## config.mk

```make
export PLATFORM = sky130hd
export DESIGN_NAME = bounded_deque
export DESIGN_NICKNAME = d
export VERILOG_FILES = /design/src/hw/rtl/bdq_pkg.sv /design/src/hw/rtl/bdq_ram.sv /design/src/hw/rtl/bdq_front.sv /design/src/hw/rtl/bdq_cmd_fifo.sv /design/src/hw/rtl/bdq_back.sv /design/src/hw/rtl/bounded_deque.sv
export SDC_FILE = /design/constraint.sdc
export NUM_CORES = 1
export LEC_CHECK = 0
export BUFFER_PORTS_ARGS = -buffer_cell sky130_fd_sc_hd__buf_2
export CORE_MARGIN = 5
export CORE_UTILIZATION = 62
export DETAILED_ROUTE_END_ITERATION = 8
export GPL_ROUTABILITY_DRIVEN = 0
export PLACE_DENSITY = 0.79
export REMOVE_ABC_BUFFERS = 1
export SLEW_MARGIN = 20
export SYNTH_ARGS = -nofsm -noshare
export SYNTH_HDL_FRONTEND = slang
export SYNTH_SLANG_ARGS = --single-unit
```

## constraint.sdc

```tcl
create_clock -name clk -period 9.2 [get_ports clk]
set_clock_uncertainty 0.15 [all_clocks]
set_input_delay 0.92 -clock clk [delete_from_list [all_inputs] [get_ports clk]]
set_output_delay 0.92 -clock clk [all_outputs]
set_load 0.01 [all_outputs]
```

## src/hw/rtl/bdq_pkg.sv

```systemverilog
// Package for the bounded deque: sizes, codes, payload and command types, ring helpers.
`default_nettype none
package bdq_pkg;

  localparam int DEPTH  = 16;
  localparam int AW     = (DEPTH > 1) ? $clog2(DEPTH) : 1;
  localparam int CW     = $clog2(DEPTH + 1);
  localparam int SW     = AW + 1;
  localparam int QDEPTH = 4;
  localparam int QAW    = $clog2(QDEPTH);
  localparam int QCW    = $clog2(QDEPTH + 1);

  localparam logic [2:0] MODE_INS_REAR  = 3'd0;
  localparam logic [2:0] MODE_INS_FRONT = 3'd1;
  localparam logic [2:0] MODE_REM_FRONT = 3'd2;
  localparam logic [2:0] MODE_REM_REAR  = 3'd3;
  localparam logic [2:0] MODE_LIST      = 3'd4;

  localparam logic [1:0] ST_OK    = 2'd0;
  localparam logic [1:0] ST_EMPTY = 2'd1;
  localparam logic [1:0] ST_FULL  = 2'd2;

  typedef struct packed {
    logic [2:0]         mode;
    logic signed [31:0] value;
  } req_t;

  typedef struct packed {
    logic signed [31:0] value_res;
    logic [1:0]         status;
    logic               last;
  } res_t;

  typedef enum logic [1:0] {
    CMD_WRITE,
    CMD_READ,
    CMD_STATUS
  } cmd_kind_t;

  typedef struct packed {
    cmd_kind_t          kind;
    logic [AW-1:0]      addr;
    logic [CW-1:0]      cnt;
    logic signed [31:0] value;
    logic [1:0]         status;
  } cmd_t;

  typedef enum logic {
    B_IDLE,
    B_READ
  } back_state_t;

  function automatic logic [AW-1:0] slot_inc(input logic [AW-1:0] a);
    return (a == AW'(DEPTH - 1)) ? '0 : a + AW'(1);
  endfunction

  function automatic logic [AW-1:0] slot_dec(input logic [AW-1:0] a);
    return (a == '0) ? AW'(DEPTH - 1) : a - AW'(1);
  endfunction

  // base + off wrapped into the ring; off never exceeds DEPTH
  function automatic logic [AW-1:0] ring_at(input logic [AW-1:0] base,
                                            input logic [CW-1:0] off);
    logic [SW-1:0] sum;
    sum = SW'(base) + SW'(off);
    if (sum >= SW'(DEPTH)) begin
      sum = sum - SW'(DEPTH);
    end
    return sum[AW-1:0];
  endfunction

endpackage
`default_nettype wire

```

## src/hw/rtl/bdq_ram.sv

```systemverilog
// Generic single-write, single-read RAM with registered read data.
`default_nettype none
module bdq_ram #(
  parameter int WIDTH = 32,
  parameter int DEPTH = 16
) (
  input  wire logic                                  clk,
  input  wire logic                                  we,
  input  wire logic [((DEPTH > 1) ? $clog2(DEPTH) : 1)-1:0] waddr,
  input  wire logic [WIDTH-1:0]                      wdata,
  input  wire logic                                  re,
  input  wire logic [((DEPTH > 1) ? $clog2(DEPTH) : 1)-1:0] raddr,
  output logic      [WIDTH-1:0]                      rdata
);

  logic [WIDTH-1:0] mem [DEPTH];

  always_ff @(posedge clk) begin
    if (we) begin
      mem[waddr] <= wdata;
    end
    if (re) begin
      rdata <= mem[raddr];
    end
  end

endmodule
`default_nettype wire

```

## src/hw/rtl/bdq_front.sv

```systemverilog
// Front end: accepts requests, tracks front pointer and count, issues commands.
`default_nettype none
module bdq_front (
  input  wire logic          clk,
  input  wire logic          rst,
  input  wire logic          req_valid,
  input  wire bdq_pkg::req_t req,
  input  wire logic          q_full,
  output logic               push,
  output bdq_pkg::cmd_t      push_cmd
);

  logic [bdq_pkg::AW-1:0] fp, fp_next;
  logic [bdq_pkg::CW-1:0] count, count_next;
  logic                   accept;
  logic                   is_full;
  logic                   is_empty;

  assign accept   = req_valid && !q_full;
  assign is_full  = (count == bdq_pkg::CW'(bdq_pkg::DEPTH));
  assign is_empty = (count == '0);

  always_comb begin
    fp_next         = fp;
    count_next      = count;
    push            = 1'b0;
    push_cmd.kind   = bdq_pkg::CMD_STATUS;
    push_cmd.addr   = fp;
    push_cmd.cnt    = bdq_pkg::CW'(1);
    push_cmd.value  = req.value;
    push_cmd.status = bdq_pkg::ST_OK;
    if (accept) begin
      case (req.mode) inside
        bdq_pkg::MODE_INS_REAR, bdq_pkg::MODE_INS_FRONT: begin
          push = 1'b1;
          if (is_full) begin
            push_cmd.status = bdq_pkg::ST_FULL;
          end else begin
            push_cmd.kind = bdq_pkg::CMD_WRITE;
            count_next    = count + bdq_pkg::CW'(1);
            if (req.mode == bdq_pkg::MODE_INS_REAR) begin
              push_cmd.addr = bdq_pkg::ring_at(fp, count);
            end else begin
              fp_next       = bdq_pkg::slot_dec(fp);
              push_cmd.addr = bdq_pkg::slot_dec(fp);
            end
          end
        end
        bdq_pkg::MODE_REM_FRONT, bdq_pkg::MODE_REM_REAR: begin
          push = 1'b1;
          if (is_empty) begin
            push_cmd.status = bdq_pkg::ST_EMPTY;
          end else begin
            push_cmd.kind = bdq_pkg::CMD_READ;
            count_next    = count - bdq_pkg::CW'(1);
            if (req.mode == bdq_pkg::MODE_REM_FRONT) begin
              push_cmd.addr = fp;
              fp_next       = bdq_pkg::slot_inc(fp);
            end else begin
              push_cmd.addr = bdq_pkg::ring_at(fp, count - bdq_pkg::CW'(1));
            end
          end
        end
        bdq_pkg::MODE_LIST: begin
          push = 1'b1;
          if (is_empty) begin
            push_cmd.status = bdq_pkg::ST_EMPTY;
          end else begin
            push_cmd.kind = bdq_pkg::CMD_READ;
            push_cmd.addr = fp;
            push_cmd.cnt  = count;
          end
        end
        default: begin
        end
      endcase
    end
  end

  always_ff @(posedge clk) begin
    if (rst) begin
      fp    <= '0;
      count <= '0;
    end else begin
      fp    <= fp_next;
      count <= count_next;
    end
  end

endmodule
`default_nettype wire

```

## src/hw/rtl/bdq_cmd_fifo.sv

```systemverilog
// Short command queue between front end and back end.
`default_nettype none
module bdq_cmd_fifo (
  input  wire logic          clk,
  input  wire logic          rst,
  input  wire logic          push,
  input  wire bdq_pkg::cmd_t push_cmd,
  output logic               full,
  input  wire logic          pop,
  output logic               head_valid,
  output bdq_pkg::cmd_t      head
);

  bdq_pkg::cmd_t           slots [bdq_pkg::QDEPTH];
  logic [bdq_pkg::QAW-1:0] wr_ptr;
  logic [bdq_pkg::QAW-1:0] rd_ptr;
  logic [bdq_pkg::QCW-1:0] fill;
  logic                    do_push;
  logic                    do_pop;

  assign full       = (fill == bdq_pkg::QCW'(bdq_pkg::QDEPTH));
  assign head_valid = (fill != '0);
  assign head       = slots[rd_ptr];
  assign do_push    = push && !full;
  assign do_pop     = pop && head_valid;

  always_ff @(posedge clk) begin
    if (do_push) begin
      slots[wr_ptr] <= push_cmd;
    end
  end

  always_ff @(posedge clk) begin
    if (rst) begin
      wr_ptr <= '0;
      rd_ptr <= '0;
      fill   <= '0;
    end else begin
      if (do_push) begin
        wr_ptr <= wr_ptr + bdq_pkg::QAW'(1);
      end
      if (do_pop) begin
        rd_ptr <= rd_ptr + bdq_pkg::QAW'(1);
      end
      if (do_push && !do_pop) begin
        fill <= fill + bdq_pkg::QCW'(1);
      end else if (do_pop && !do_push) begin
        fill <= fill - bdq_pkg::QCW'(1);
      end
    end
  end

endmodule
`default_nettype wire

```

## src/hw/rtl/bdq_back.sv

```systemverilog
// Back end: executes commands against the entry RAM and drives the result register.
`default_nettype none
module bdq_back (
  input  wire logic          clk,
  input  wire logic          rst,
  input  wire logic          head_valid,
  input  wire bdq_pkg::cmd_t head,
  output logic               pop,
  output logic               res_valid,
  input  wire logic          res_stall,
  output bdq_pkg::res_t      res
);

  bdq_pkg::back_state_t   state, state_next;
  logic [bdq_pkg::AW-1:0] cur_addr;
  logic [bdq_pkg::CW-1:0] remain;
  logic                   out_free;
  logic                   load;
  bdq_pkg::res_t          res_next;
  logic                   ram_we;
  logic                   ram_re;
  logic [bdq_pkg::AW-1:0] ram_raddr;
  logic [31:0]            ram_rdata;
  logic                   at_end;

  assign out_free = !res_valid || !res_stall;
  assign at_end   = (remain == bdq_pkg::CW'(1));

  bdq_ram #(
    .WIDTH(32),
    .DEPTH(bdq_pkg::DEPTH)
  ) u_ram (
    .clk  (clk),
    .we   (ram_we),
    .waddr(head.addr),
    .wdata(head.value),
    .re   (ram_re),
    .raddr(ram_raddr),
    .rdata(ram_rdata)
  );

  always_comb begin
    state_next = state;
    case (state)
      bdq_pkg::B_IDLE: begin
        if (head_valid && out_free && head.kind == bdq_pkg::CMD_READ) begin
          state_next = bdq_pkg::B_READ;
        end
      end
      bdq_pkg::B_READ: begin
        if (out_free && at_end) begin
          state_next = bdq_pkg::B_IDLE;
        end
      end
      default: state_next = bdq_pkg::B_IDLE;
    endcase
  end

  always_comb begin
    pop       = 1'b0;
    load      = 1'b0;
    ram_we    = 1'b0;
    ram_re    = 1'b0;
    ram_raddr = head.addr;
    res_next  = '{value_res: '0, status: bdq_pkg::ST_OK, last: 1'b1};
    case (state)
      bdq_pkg::B_IDLE: begin
        if (head_valid && out_free) begin
          pop = 1'b1;
          case (head.kind)
            bdq_pkg::CMD_WRITE: begin
              ram_we             = 1'b1;
              load               = 1'b1;
              res_next.value_res = head.value;
            end
            bdq_pkg::CMD_READ: begin
              ram_re = 1'b1;
            end
            default: begin
              load            = 1'b1;
              res_next.status = head.status;
            end
          endcase
        end
      end
      bdq_pkg::B_READ: begin
        if (out_free) begin
          load               = 1'b1;
          res_next.value_res = ram_rdata;
          res_next.last      = at_end;
          if (!at_end) begin
            ram_re    = 1'b1;
            ram_raddr = bdq_pkg::slot_inc(cur_addr);
          end
        end
      end
      default: begin
      end
    endcase
  end

  always_ff @(posedge clk) begin
    if (state == bdq_pkg::B_IDLE && ram_re) begin
      cur_addr <= head.addr;
      remain   <= head.cnt;
    end else if (ram_re) begin
      cur_addr <= ram_raddr;
      remain   <= remain - bdq_pkg::CW'(1);
    end
    if (load) begin
      res <= res_next;
    end
  end

  always_ff @(posedge clk) begin
    if (rst) begin
      state     <= bdq_pkg::B_IDLE;
      res_valid <= 1'b0;
    end else begin
      state <= state_next;
      if (load) begin
        res_valid <= 1'b1;
      end else if (!res_stall) begin
        res_valid <= 1'b0;
      end
    end
  end

endmodule
`default_nettype wire

```

## src/hw/rtl/bounded_deque.sv

```systemverilog
// Bounded deque top level: front end, command queue and back end.
// Insert or status result: passes the command queue and the result register.
// Removal: queue, RAM read and result registers. A listing of N entries gives one
// entry per cycle, one insert per cycle, unless stalled; no new command in B_READ.
// Reset (synchronous): empties the deque, queue and result register; RAM not cleared.
`default_nettype none
module bounded_deque (
  input  wire logic          clk,
  input  wire logic          rst,
  input  wire logic          cmd_valid,
  output logic               cmd_stall,
  input  wire bdq_pkg::req_t cmd,
  output logic               res_valid,
  input  wire logic          res_stall,
  output bdq_pkg::res_t      res
);

  logic          q_full;
  logic          push;
  bdq_pkg::cmd_t push_cmd;
  logic          pop;
  logic          head_valid;
  bdq_pkg::cmd_t head;

  assign cmd_stall = q_full;

  bdq_front u_front (
    .clk      (clk),
    .rst      (rst),
    .req_valid(cmd_valid),
    .req      (cmd),
    .q_full   (q_full),
    .push     (push),
    .push_cmd (push_cmd)
  );

  bdq_cmd_fifo u_fifo (
    .clk       (clk),
    .rst       (rst),
    .push      (push),
    .push_cmd  (push_cmd),
    .full      (q_full),
    .pop       (pop),
    .head_valid(head_valid),
    .head      (head)
  );

  bdq_back u_back (
    .clk       (clk),
    .rst       (rst),
    .head_valid(head_valid),
    .head      (head),
    .pop       (pop),
    .res_valid (res_valid),
    .res_stall (res_stall),
    .res       (res)
  );

endmodule
`default_nettype wire

```

# ---- Word level (Yosys, flattened, before mapping)
# Memories as Yosys holds them, arrays and structs flattened. A register that Yosys moved wholly into a read port is not among the register bits.
# Cells that the tools add are included.
dict set report totals {
  mem_bits_rw 692
  output_inout_bits 37
  mem_bits_ro 0
  latchBits 0
  mem_count 2
  register_bits 62
}
dict set report op_classes {
  mux 76
  bitwise_logic 2
  shifts 0
  div_mod_pow 0
  multipliers 0
  eq_ne 14
  addsub 14
  n_lt_le_gt_ge 2
  reduce_logical 31
}
# memory depth width read_ports rd_clocked_by_memory_dff write_ports line_no
set mem_list {}
lappend mem_list {u_back.u_ram.mem 16 32 1 1 1 bdq_ram.sv:16} ;# logic [WIDTH-1:0] mem [DEPTH];
lappend mem_list {u_fifo.slots 4 45 1 1 1 bdq_cmd_fifo.sv:14} ;# bdq_pkg::cmd_t slots [bdq_pkg::QDEPTH];
# operator n
set ops {}
lappend ops {{$mux W4} 18}
lappend ops {{$mux W32} 2}
lappend ops {{$pmux W32 S2} 1}
lappend ops {{$mux W5} 9}
lappend ops {{$mux W34} 1}
lappend ops {{$mux W6} 5}
lappend ops {{$mux W1} 25}
lappend ops {{$mux W11} 2}
lappend ops {{$mux W2} 8}
lappend ops {{$sub A4 B1 Y4 const B} 3}
lappend ops {{$add A4 B5 Y5} 2}
lappend ops {{$ge A5 B5 Y1 const B} 2}
lappend ops {{$sub A5 B1 Y5 const B} 2}
lappend ops {{$logic_and A1 B1 Y1} 9}
lappend ops {{$add A4 B1 Y4 const B} 2}
lappend ops {{$eq A4 B4 Y1 const B} 2}
lappend ops {{$reduce_bool A2 Y1} 4}
lappend ops {{$eq A3 B2 Y1 const B} 2}
lappend ops {{$eq A3 B3 Y1 const B} 2}
lappend ops {{$mux W3} 2}
lappend ops {{$ne A2 B2 Y1 const B} 3}
lappend ops {{$pmux W1 S2} 3}
lappend ops {{$reduce_and A6 Y1} 1}
lappend ops {{$reduce_or A2 Y1} 3}
lappend ops {{other kinds (20)} 26}

# ---- Depth between registers and ports, before layout
# Gate-level depths: netlist of the first run.
dict set report depth {
  depth_word 10
  depth_mapped 13
}

# ---- Hierarchy
# Synthesis of the first run repeated with hierarchy kept, for this count alone.
dict set report unflattened {
  hier_cells 1444
  area_unflattened_um2 30744.5
}
# mod area_per_inst_um2 cells_per_inst instances
set modules_own_cells {}
lappend modules_own_cells {bdq_ram 20155.6 838 1}
lappend modules_own_cells {bdq_cmd_fifo 7023.0 283 1}
lappend modules_own_cells {bdq_back 2093.3 135 1}
lappend modules_own_cells {bdq_front 1472.7 188 1}

# ---- Least setup slack after synthesis of the first run
# Ideal clock, no wire load.
dict set report synth_path {
  kind {input to register}
  from {in res_stall}
  to {mem u_back.u_ram.mem[13][0], enable pin}
  t_arrival_ns 3.484
  path_stages 6
  t_required_ns 8.629
  slack_ns 5.145
  path_buffers 0
  path_cell_list {a21oi_1 -> o31a_1 -> inv_1 -> nor3_1 -> nand3_1 -> nor2_1}
}
dict set report synth_via {
  elab_chain_len 7
}
# element line_no
set synth_lines {}
lappend synth_lines {{start: declaration} bounded_deque.sv:14} ;# input wire logic res_stall,
lappend synth_lines {{$logic_not A1 Y1} bdq_back.sv:26} ;# assign out_free = !res_valid || !res_stall;
lappend synth_lines {{$logic_or A1 B1 Y1} bdq_back.sv:26}
lappend synth_lines {{$logic_and A1 B1 Y1} bdq_back.sv:68} ;# if (head_valid && out_free) begin
lappend synth_lines {{$mux W1} bdq_back.sv:68}
lappend synth_lines {{$mux W1} bdq_back.sv:66} ;# case (state)
lappend synth_lines {{$mux W1} bdq_ram.sv:19} ;# if (we) begin
lappend synth_lines {{$mux W1 (implied by the code)} bdq_ram.sv:20} ;# mem[waddr] <= wdata;
lappend synth_lines {{end: declaration} bdq_ram.sv:16}
# No other way between the ends.

==> results of run 1 <==
cells by family after synthesis:
logic type | synth area share (%)
compound gates | 9.466
flops | 76.38
fa+ha+maj | 0.9695
mux | 4.701
simple gates | 5.263
xor+xnor | 0.7984
buf+inv | 2.420
state kept, by name (all words and copies together), names as in the netlist, named ones only:
signal and count:
u_back.cur_addr 4, u_back.remain 5, u_back.res 35, u_back.res_valid 1, u_back.state 1, u_back.u_ram.mem 512, u_back.u_ram.rdata 32, u_fifo.fill 3
u_fifo.rd_ptr 2, u_fifo.slots 180, u_fifo.wr_ptr 2, u_front.count 5, u_front.fp 4
final cells by class:
cell class              count  area, µm²  share of cell area, %
clock buffers             102       2063                  6.051
clock inverters            33      286.5                 0.8403
inverters                  23      93.84                 0.2752
repair buffers            112      653.1                  1.915
diodes                      1      2.502               0.007339
well taps                 664      830.8                  2.437
flip-flops and latches    788      23470                  68.82
multi-input cells         950       6700                  19.65
power groups by stage:
stage          combinational (mW)  clock, mW  sequential, mW
2_1_floorplan                1.98          0            4.88
3_3_place_gp                 2.88          0            4.83
3_5_place_dp                 2.98          0            4.84
4_1_cts                      3.02       3.00            4.77
5_1_grt                      3.28       3.16            4.79
6_report                     3.05       2.96            4.77
through the flow:
step	utilization (%)	hold WS (ps)
finish	69.66	370.4
global route	69.65	375.8
CTS	69.65	355.2
detailed placement	64.85	358.9
global placement	64.85	330.7
floorplan	-	310.4
worst reg2reg max path: stages (launching register included):
cell,delay [ps]
dfxtp_4,690
buf_4,520
mux4_2,440
o21ai_1,110
and2_4,640
inv_6,540
buf_4,690
nand2_1,250
a221oi_1,110
or4_1,590
synth_stat cells, types with 4 or more instances:
master    number
buf_1          6
nand3_1        8
o21ai_0       21
edfxtp_1     768
nand2_1      251
clkbuf_1      58
and2_1        10
a21oi_1      234
dfxtp_1       20
buf_6         19
buf_2         37
ha_1          19
or2_2          4
nor2_1        40
a22o_1        32
nor3_1         5
a221oi_1     128
or4_1         32
nand2b_1       4
a22oi_1        4
and3_1         4
mux2i_1       43
xor2_1        13
mux4_2        44
xnor2_1       15
inv_1         20
final timing paths:
check                    from                      to  slack (ps)  cells past startpoint
max                      flop  u_back.u_ram.rdata[11]        4210                      9
max reg2reg              flop  u_back.u_ram.rdata[11]        4210                      9
min          u_fifo.rd_ptr[1]                    flop         370                      2
min reg2reg  u_fifo.rd_ptr[1]                    flop         370                      2
routing by layer:
layer	share of wire, %	track usage, %
met2	49	41.83
met4	3.3	9.673
met1	37	36.44
met3	11	5.113
met5	0.038	0
==> out/metrics.cfg, run 1 <==
[outcome]
status = completed

[power_and_ir_drop]
switchingPower_mw = 3.517
vdd_drop_max_uv = 221.3
intPower_mw = 7.256
p_comb_share_pct = 28.3
sw_frac_of_total_pct = 32.65
total_power_mw = 10.77
p_per_area_nw_per_um2 = 315.9
p_seq_share_pct = 44.2
power_frac_clock_pct = 27.5
leakage_nw = 11.21

[global_route]
antenna_found_initial = 3
grt_pass1_wl_mm = 106.1
grt_max_degree = 142
grt_overflow = 0
grt_usage_pct = 26.11
grt_pass1_vias = 17810

[route]
drt-wirelength-per-cell_um = 26.36
drtIter0Drc = 2608
via_per_inst = 6.667
via_count = 17820
drc = 0
drt_pass1_iterations = 6
ant_nets = 0
drt_wl_total_mm = 70.45

[critical_path]
cp_slowest_cell = dfxtp_4
path_buf_inv = 3
cp.arrival_ps = 5170
worstPathMaxFanout = 141
end_kind = flop
required_ps = 9380
crit_chain = buf_4, mux4_2, o21ai_1, and2_4, inv_6, buf_4, nand2_1, a221oi_1, or4_1
cpLargestDelayFamily = buffers and inverters
cp-start-kind = flop
path_common_cell = buf_4
slowest_delay_ps = 690
critPathKind = flop to flop

[synthesis]
async_flop_share_pct = 0
synthCells = 1883
synth_top_area_share_pct = 75.08
yosys.cell_types.count = 55
yosysWarnings = 0
yosysTopAreaCell = edfxtp_1
synthFlopType = edfxtp_1
avgSynthCellArea_um2 = 16.31
synth_top_cells_by_area = edfxtp_1 75%, a21oi_1 3.8%, a221oi_1 3.6%
synth_edf_count = 768
yosysSeqAreaShare_pct = 76.38
syn_area_um2 = 30720
synth_seq_cells = 788

[timing]
fin_crit_sh_pct = 54.28
relSlewSlack_pct = 19.67
rsz0062_at_grt = false
finalWorstSetupSlack_ps = 4206
max_freq_ghz = 0.2002
tightest_slew_ps = 1205
post-route-min-period_ps = 4994
slew_violations = 0
hold_viol = 0
tns_ps = 0
setup-violations-final = 0

[cts]
path_clk_slew_ps = 60
cts.sink_count = 788
cts_buffers = 75
root_buffer = clkbuf_16
insertion_delay_ps = 610
post-cts-setup-buffers = 0
clock_path_buffers = 3
htree_levels = 3
ctsResizeCount = 0
hold_buffers = 0
cts_tree = built

[final_layout]
fillers = 2952
instances_no_fill = 2673
final_common_cell = edfxtp_1
final_cell_mix = 768 x edfxtp_1, 250 x nand2_1, 234 x a21oi_1
stdcell_area_um2 = 34100
area_delta_synth_final_pct = 11.01
layout.nets = 2011
layout-drive-gt1-share_pct = 14.94

[hold_path]
min-delay-path-class = flop to flop

[place]
dp_hpwl_mm = 35.21
post_dp_cell_area_um2 = 31750
numPortBuffers = 75
placedCellCount = 2537
place_ws_ps = 4261

[floorplanning]
rows = 81
die_h_um = 232.6
die_w_um = 232.6
dieArea_um2 = 54100
pin_count = 76
start_util_pct = 62.75
core_um2 = 48950

[flow_run]
cap_violations = 0

Power figures use the tool's default switching activity.
==> inputs of run 2 (changes only) <==
--- a/config.mk
+++ b/config.mk
@@ -7,10 +7,10 @@
 export LEC_CHECK = 0
 export BUFFER_PORTS_ARGS = -buffer_cell sky130_fd_sc_hd__buf_2
 export CORE_MARGIN = 5
-export CORE_UTILIZATION = 62
+export CORE_UTILIZATION = 56
 export DETAILED_ROUTE_END_ITERATION = 8
 export GPL_ROUTABILITY_DRIVEN = 0
-export PLACE_DENSITY = 0.79
+export PLACE_DENSITY = 0.75
 export REMOVE_ABC_BUFFERS = 1
 export SLEW_MARGIN = 20
 export SYNTH_ARGS = -nofsm -noshare
==> constraint.sdc (replaced) <==
create_clock -name clk -period 4.4 [get_ports clk]
set_clock_uncertainty 0.15 [all_clocks]
set_input_delay 0.44 -clock clk [delete_from_list [all_inputs] [get_ports clk]]
set_output_delay 0.44 -clock clk [all_outputs]
set_load 0.01 [all_outputs]
==> run 2 against run 1 <==
Effect of this change:
- sequential power grew 110%
- combinational power rose by 120%
- sequential share of layout area decreased by 1.6 points
- critical path type unchanged
- register-to-register slack lost 3600 ps
- highest routed layer unchanged
- routed wire length up 3.3%
==> out/metrics.cfg, run 2 (same netlist as run 1, synthesis figures left out) <==
[floorplanning]
die_w_um = 244.2  ; +5.0%
start_util_pct = 56.74  ; -6.0 points
dieArea_um2 = 59640  ; +10%
die_h_um = 244.2  ; +5.0%
rows = 85  ; +4.9%
pin_count = 76  ; unchanged
core_um2 = 54130  ; +11%

[place]
place_ws_ps = 602.3  ; -3659 ps
dp_hpwl_mm = 41.91  ; +19%
post_dp_cell_area_um2 = 32050  ; +0.96%
placedCellCount = 2581  ; +1.7%
numPortBuffers = 75  ; unchanged

[timing]
hold-worst-slack_ps = 71.79  ; -298.6 ps
slew_violations = 0  ; unchanged
post-route-min-period_ps = 3839  ; -1155 ps
hold_viol = 0  ; unchanged
setup-violations-final = 0  ; unchanged
tightest_slew_ps = 1101  ; -103.7 ps
finalWorstSetupSlack_ps = 561.3  ; -3645 ps
tns_ps = 0  ; unchanged
relSlewSlack_pct = 26.58  ; +6.9 points
max_freq_ghz = 0.2605  ; +30%
fin_crit_sh_pct = 87.24  ; +33 points
rsz0062_at_grt = false

[final_layout]
largest_register_ffs = 512  ; unchanged
final_cell_mix = 768 x edfxtp_1, 250 x nand2_1, 234 x a21oi_1
seq_area_um2 = 23470  ; unchanged
top_register = u_back.u_ram.mem
stdcell_area_um2 = 34930  ; +2.4%
multi_input_area_um2 = 6700  ; unchanged
reg_top3 = u_back.u_ram.mem x512, u_fifo.slots x180, u_back.res x35
final_common_cell = edfxtp_1
area_delta_synth_final_pct = 13.70
final_util_pct = 64.52  ; -5.1 points
fillers = 3549  ; +20%
instances_no_fill = 2758  ; +3.2%
layout.nets = 2058  ; +2.3%
layout-drive-gt1-share_pct = 15.54  ; +0.60 points

[cts]
htree_levels = 3  ; unchanged
root_buffer = clkbuf_16
insertion_delay_ps = 620  ; about the same
cts.sink_count = 788  ; unchanged
clock_path_buffers = 3  ; unchanged
post-cts-setup-buffers = 0  ; unchanged
cts_tree = built
cts_buffers = 78  ; +4.0%
path_clk_slew_ps = 60  ; about the same

[power_and_ir_drop]
total_power_mw = 23.36  ; +120%
p_per_area_nw_per_um2 = 668.8  ; +110%
leakage_nw = 11.55  ; +3.1%
vdd_drop_max_uv = 549.5  ; +150%

[critical_path]
path_common_cell = nor2_1
path_buf_inv = 3  ; unchanged
cp-start-kind = flop
cp.arrival_ps = 4030  ; -1140 ps
cp_slowest_cell = a32oi_4
slowest_delay_ps = 870  ; +180 ps
required_ps = 4590  ; -4790 ps
worstPathMaxFanout = 20  ; -86%
cpLargestDelayFamily = simple AND/OR/NAND/NOR gates
crit_chain = inv_1, ha_1, nor4b_2, nor2_1, inv_2, nor2_1, a32oi_4, buf_4, a221oi_1, or4_1
r2r_slack_ps = 560  ; -3640 ps
end_kind = flop
r2r-start = u_back.remain[1]
critPathKind = flop to flop
crit_path_start = u_back.remain[1]

[route]
ant_nets = 0  ; unchanged
drt_pass1_iterations = 5  ; -1
via_count = 17760  ; -0.35%
via_per_inst = 6.439  ; -3.4%
drt-wirelength-per-cell_um = 26.38  ; about the same
drtIter0Drc = 2330  ; -11%
drc = 0  ; unchanged
drt_wl_total_mm = 72.76  ; +3.3%

[hold_path]
hp-start = rst
min-delay-path-class = primary input to flop

[global_route]
grt_usage_pct = 24.21  ; -1.9 points
antenna_found_initial = 8  ; +5
grt_pass1_vias = 17800  ; -0.022%
grt_pass1_wl_mm = 109.7  ; +3.3%
grt_max_degree = 114  ; -20%
grt_overflow = 0  ; unchanged

[flow_run]
cap_violations = 0  ; unchanged

[outcome]
status = completed

==> run 2: area by class of cell <==
type                       count  share of cell area [%]
sequential                   788                   67.19
multi-input combinational    950                   19.18
clock buffer                  93                   5.993
timing repair buffer         156                   3.547
tap                          696                   2.493
clock inverter                49                   1.300
inverter                      23                  0.2687
antenna                        3                 0.02149
==> run 2: timing repair <==
item / 4_1_cts / 5_1_grt
gates resized for setup: 0 / 0
hold buffers: 32 / 0
endpoints found under the hold margin: 128 / 0
==> run 2: worst reg2reg max path, delay by kind of cell, from the launching register on <==
kind	cells	cell delay, ps
compound gates	2	940
fa+ha+maj	1	150
buf+inv	3	700
flops	1	400
simple gates	4	1240
==> run 2: final timing paths <==
path / end / cells after the start
setup / recovery: u_back.u_ram.rdata[4] / 10
hold / removal: u_fifo.wr_ptr[1] / 2
setup reg to reg: u_back.u_ram.rdata[4] / 10
hold reg to reg: u_fifo.fill[2] / 2
==> run 2: power breakdown <==
group,internal (mW),switching (mW)
Sequential,9.70,0.273
Combinational,2.05,4.72
Clock,3.87,2.74
Total,15.6,7.73
==> run 2: layer usage <==
layer	global-route usage, %	share of wire [%]
met5	0	0.049
met3	5.427	11
met4	6.986	2.4
met2	38.20	47
met1	34.64	39
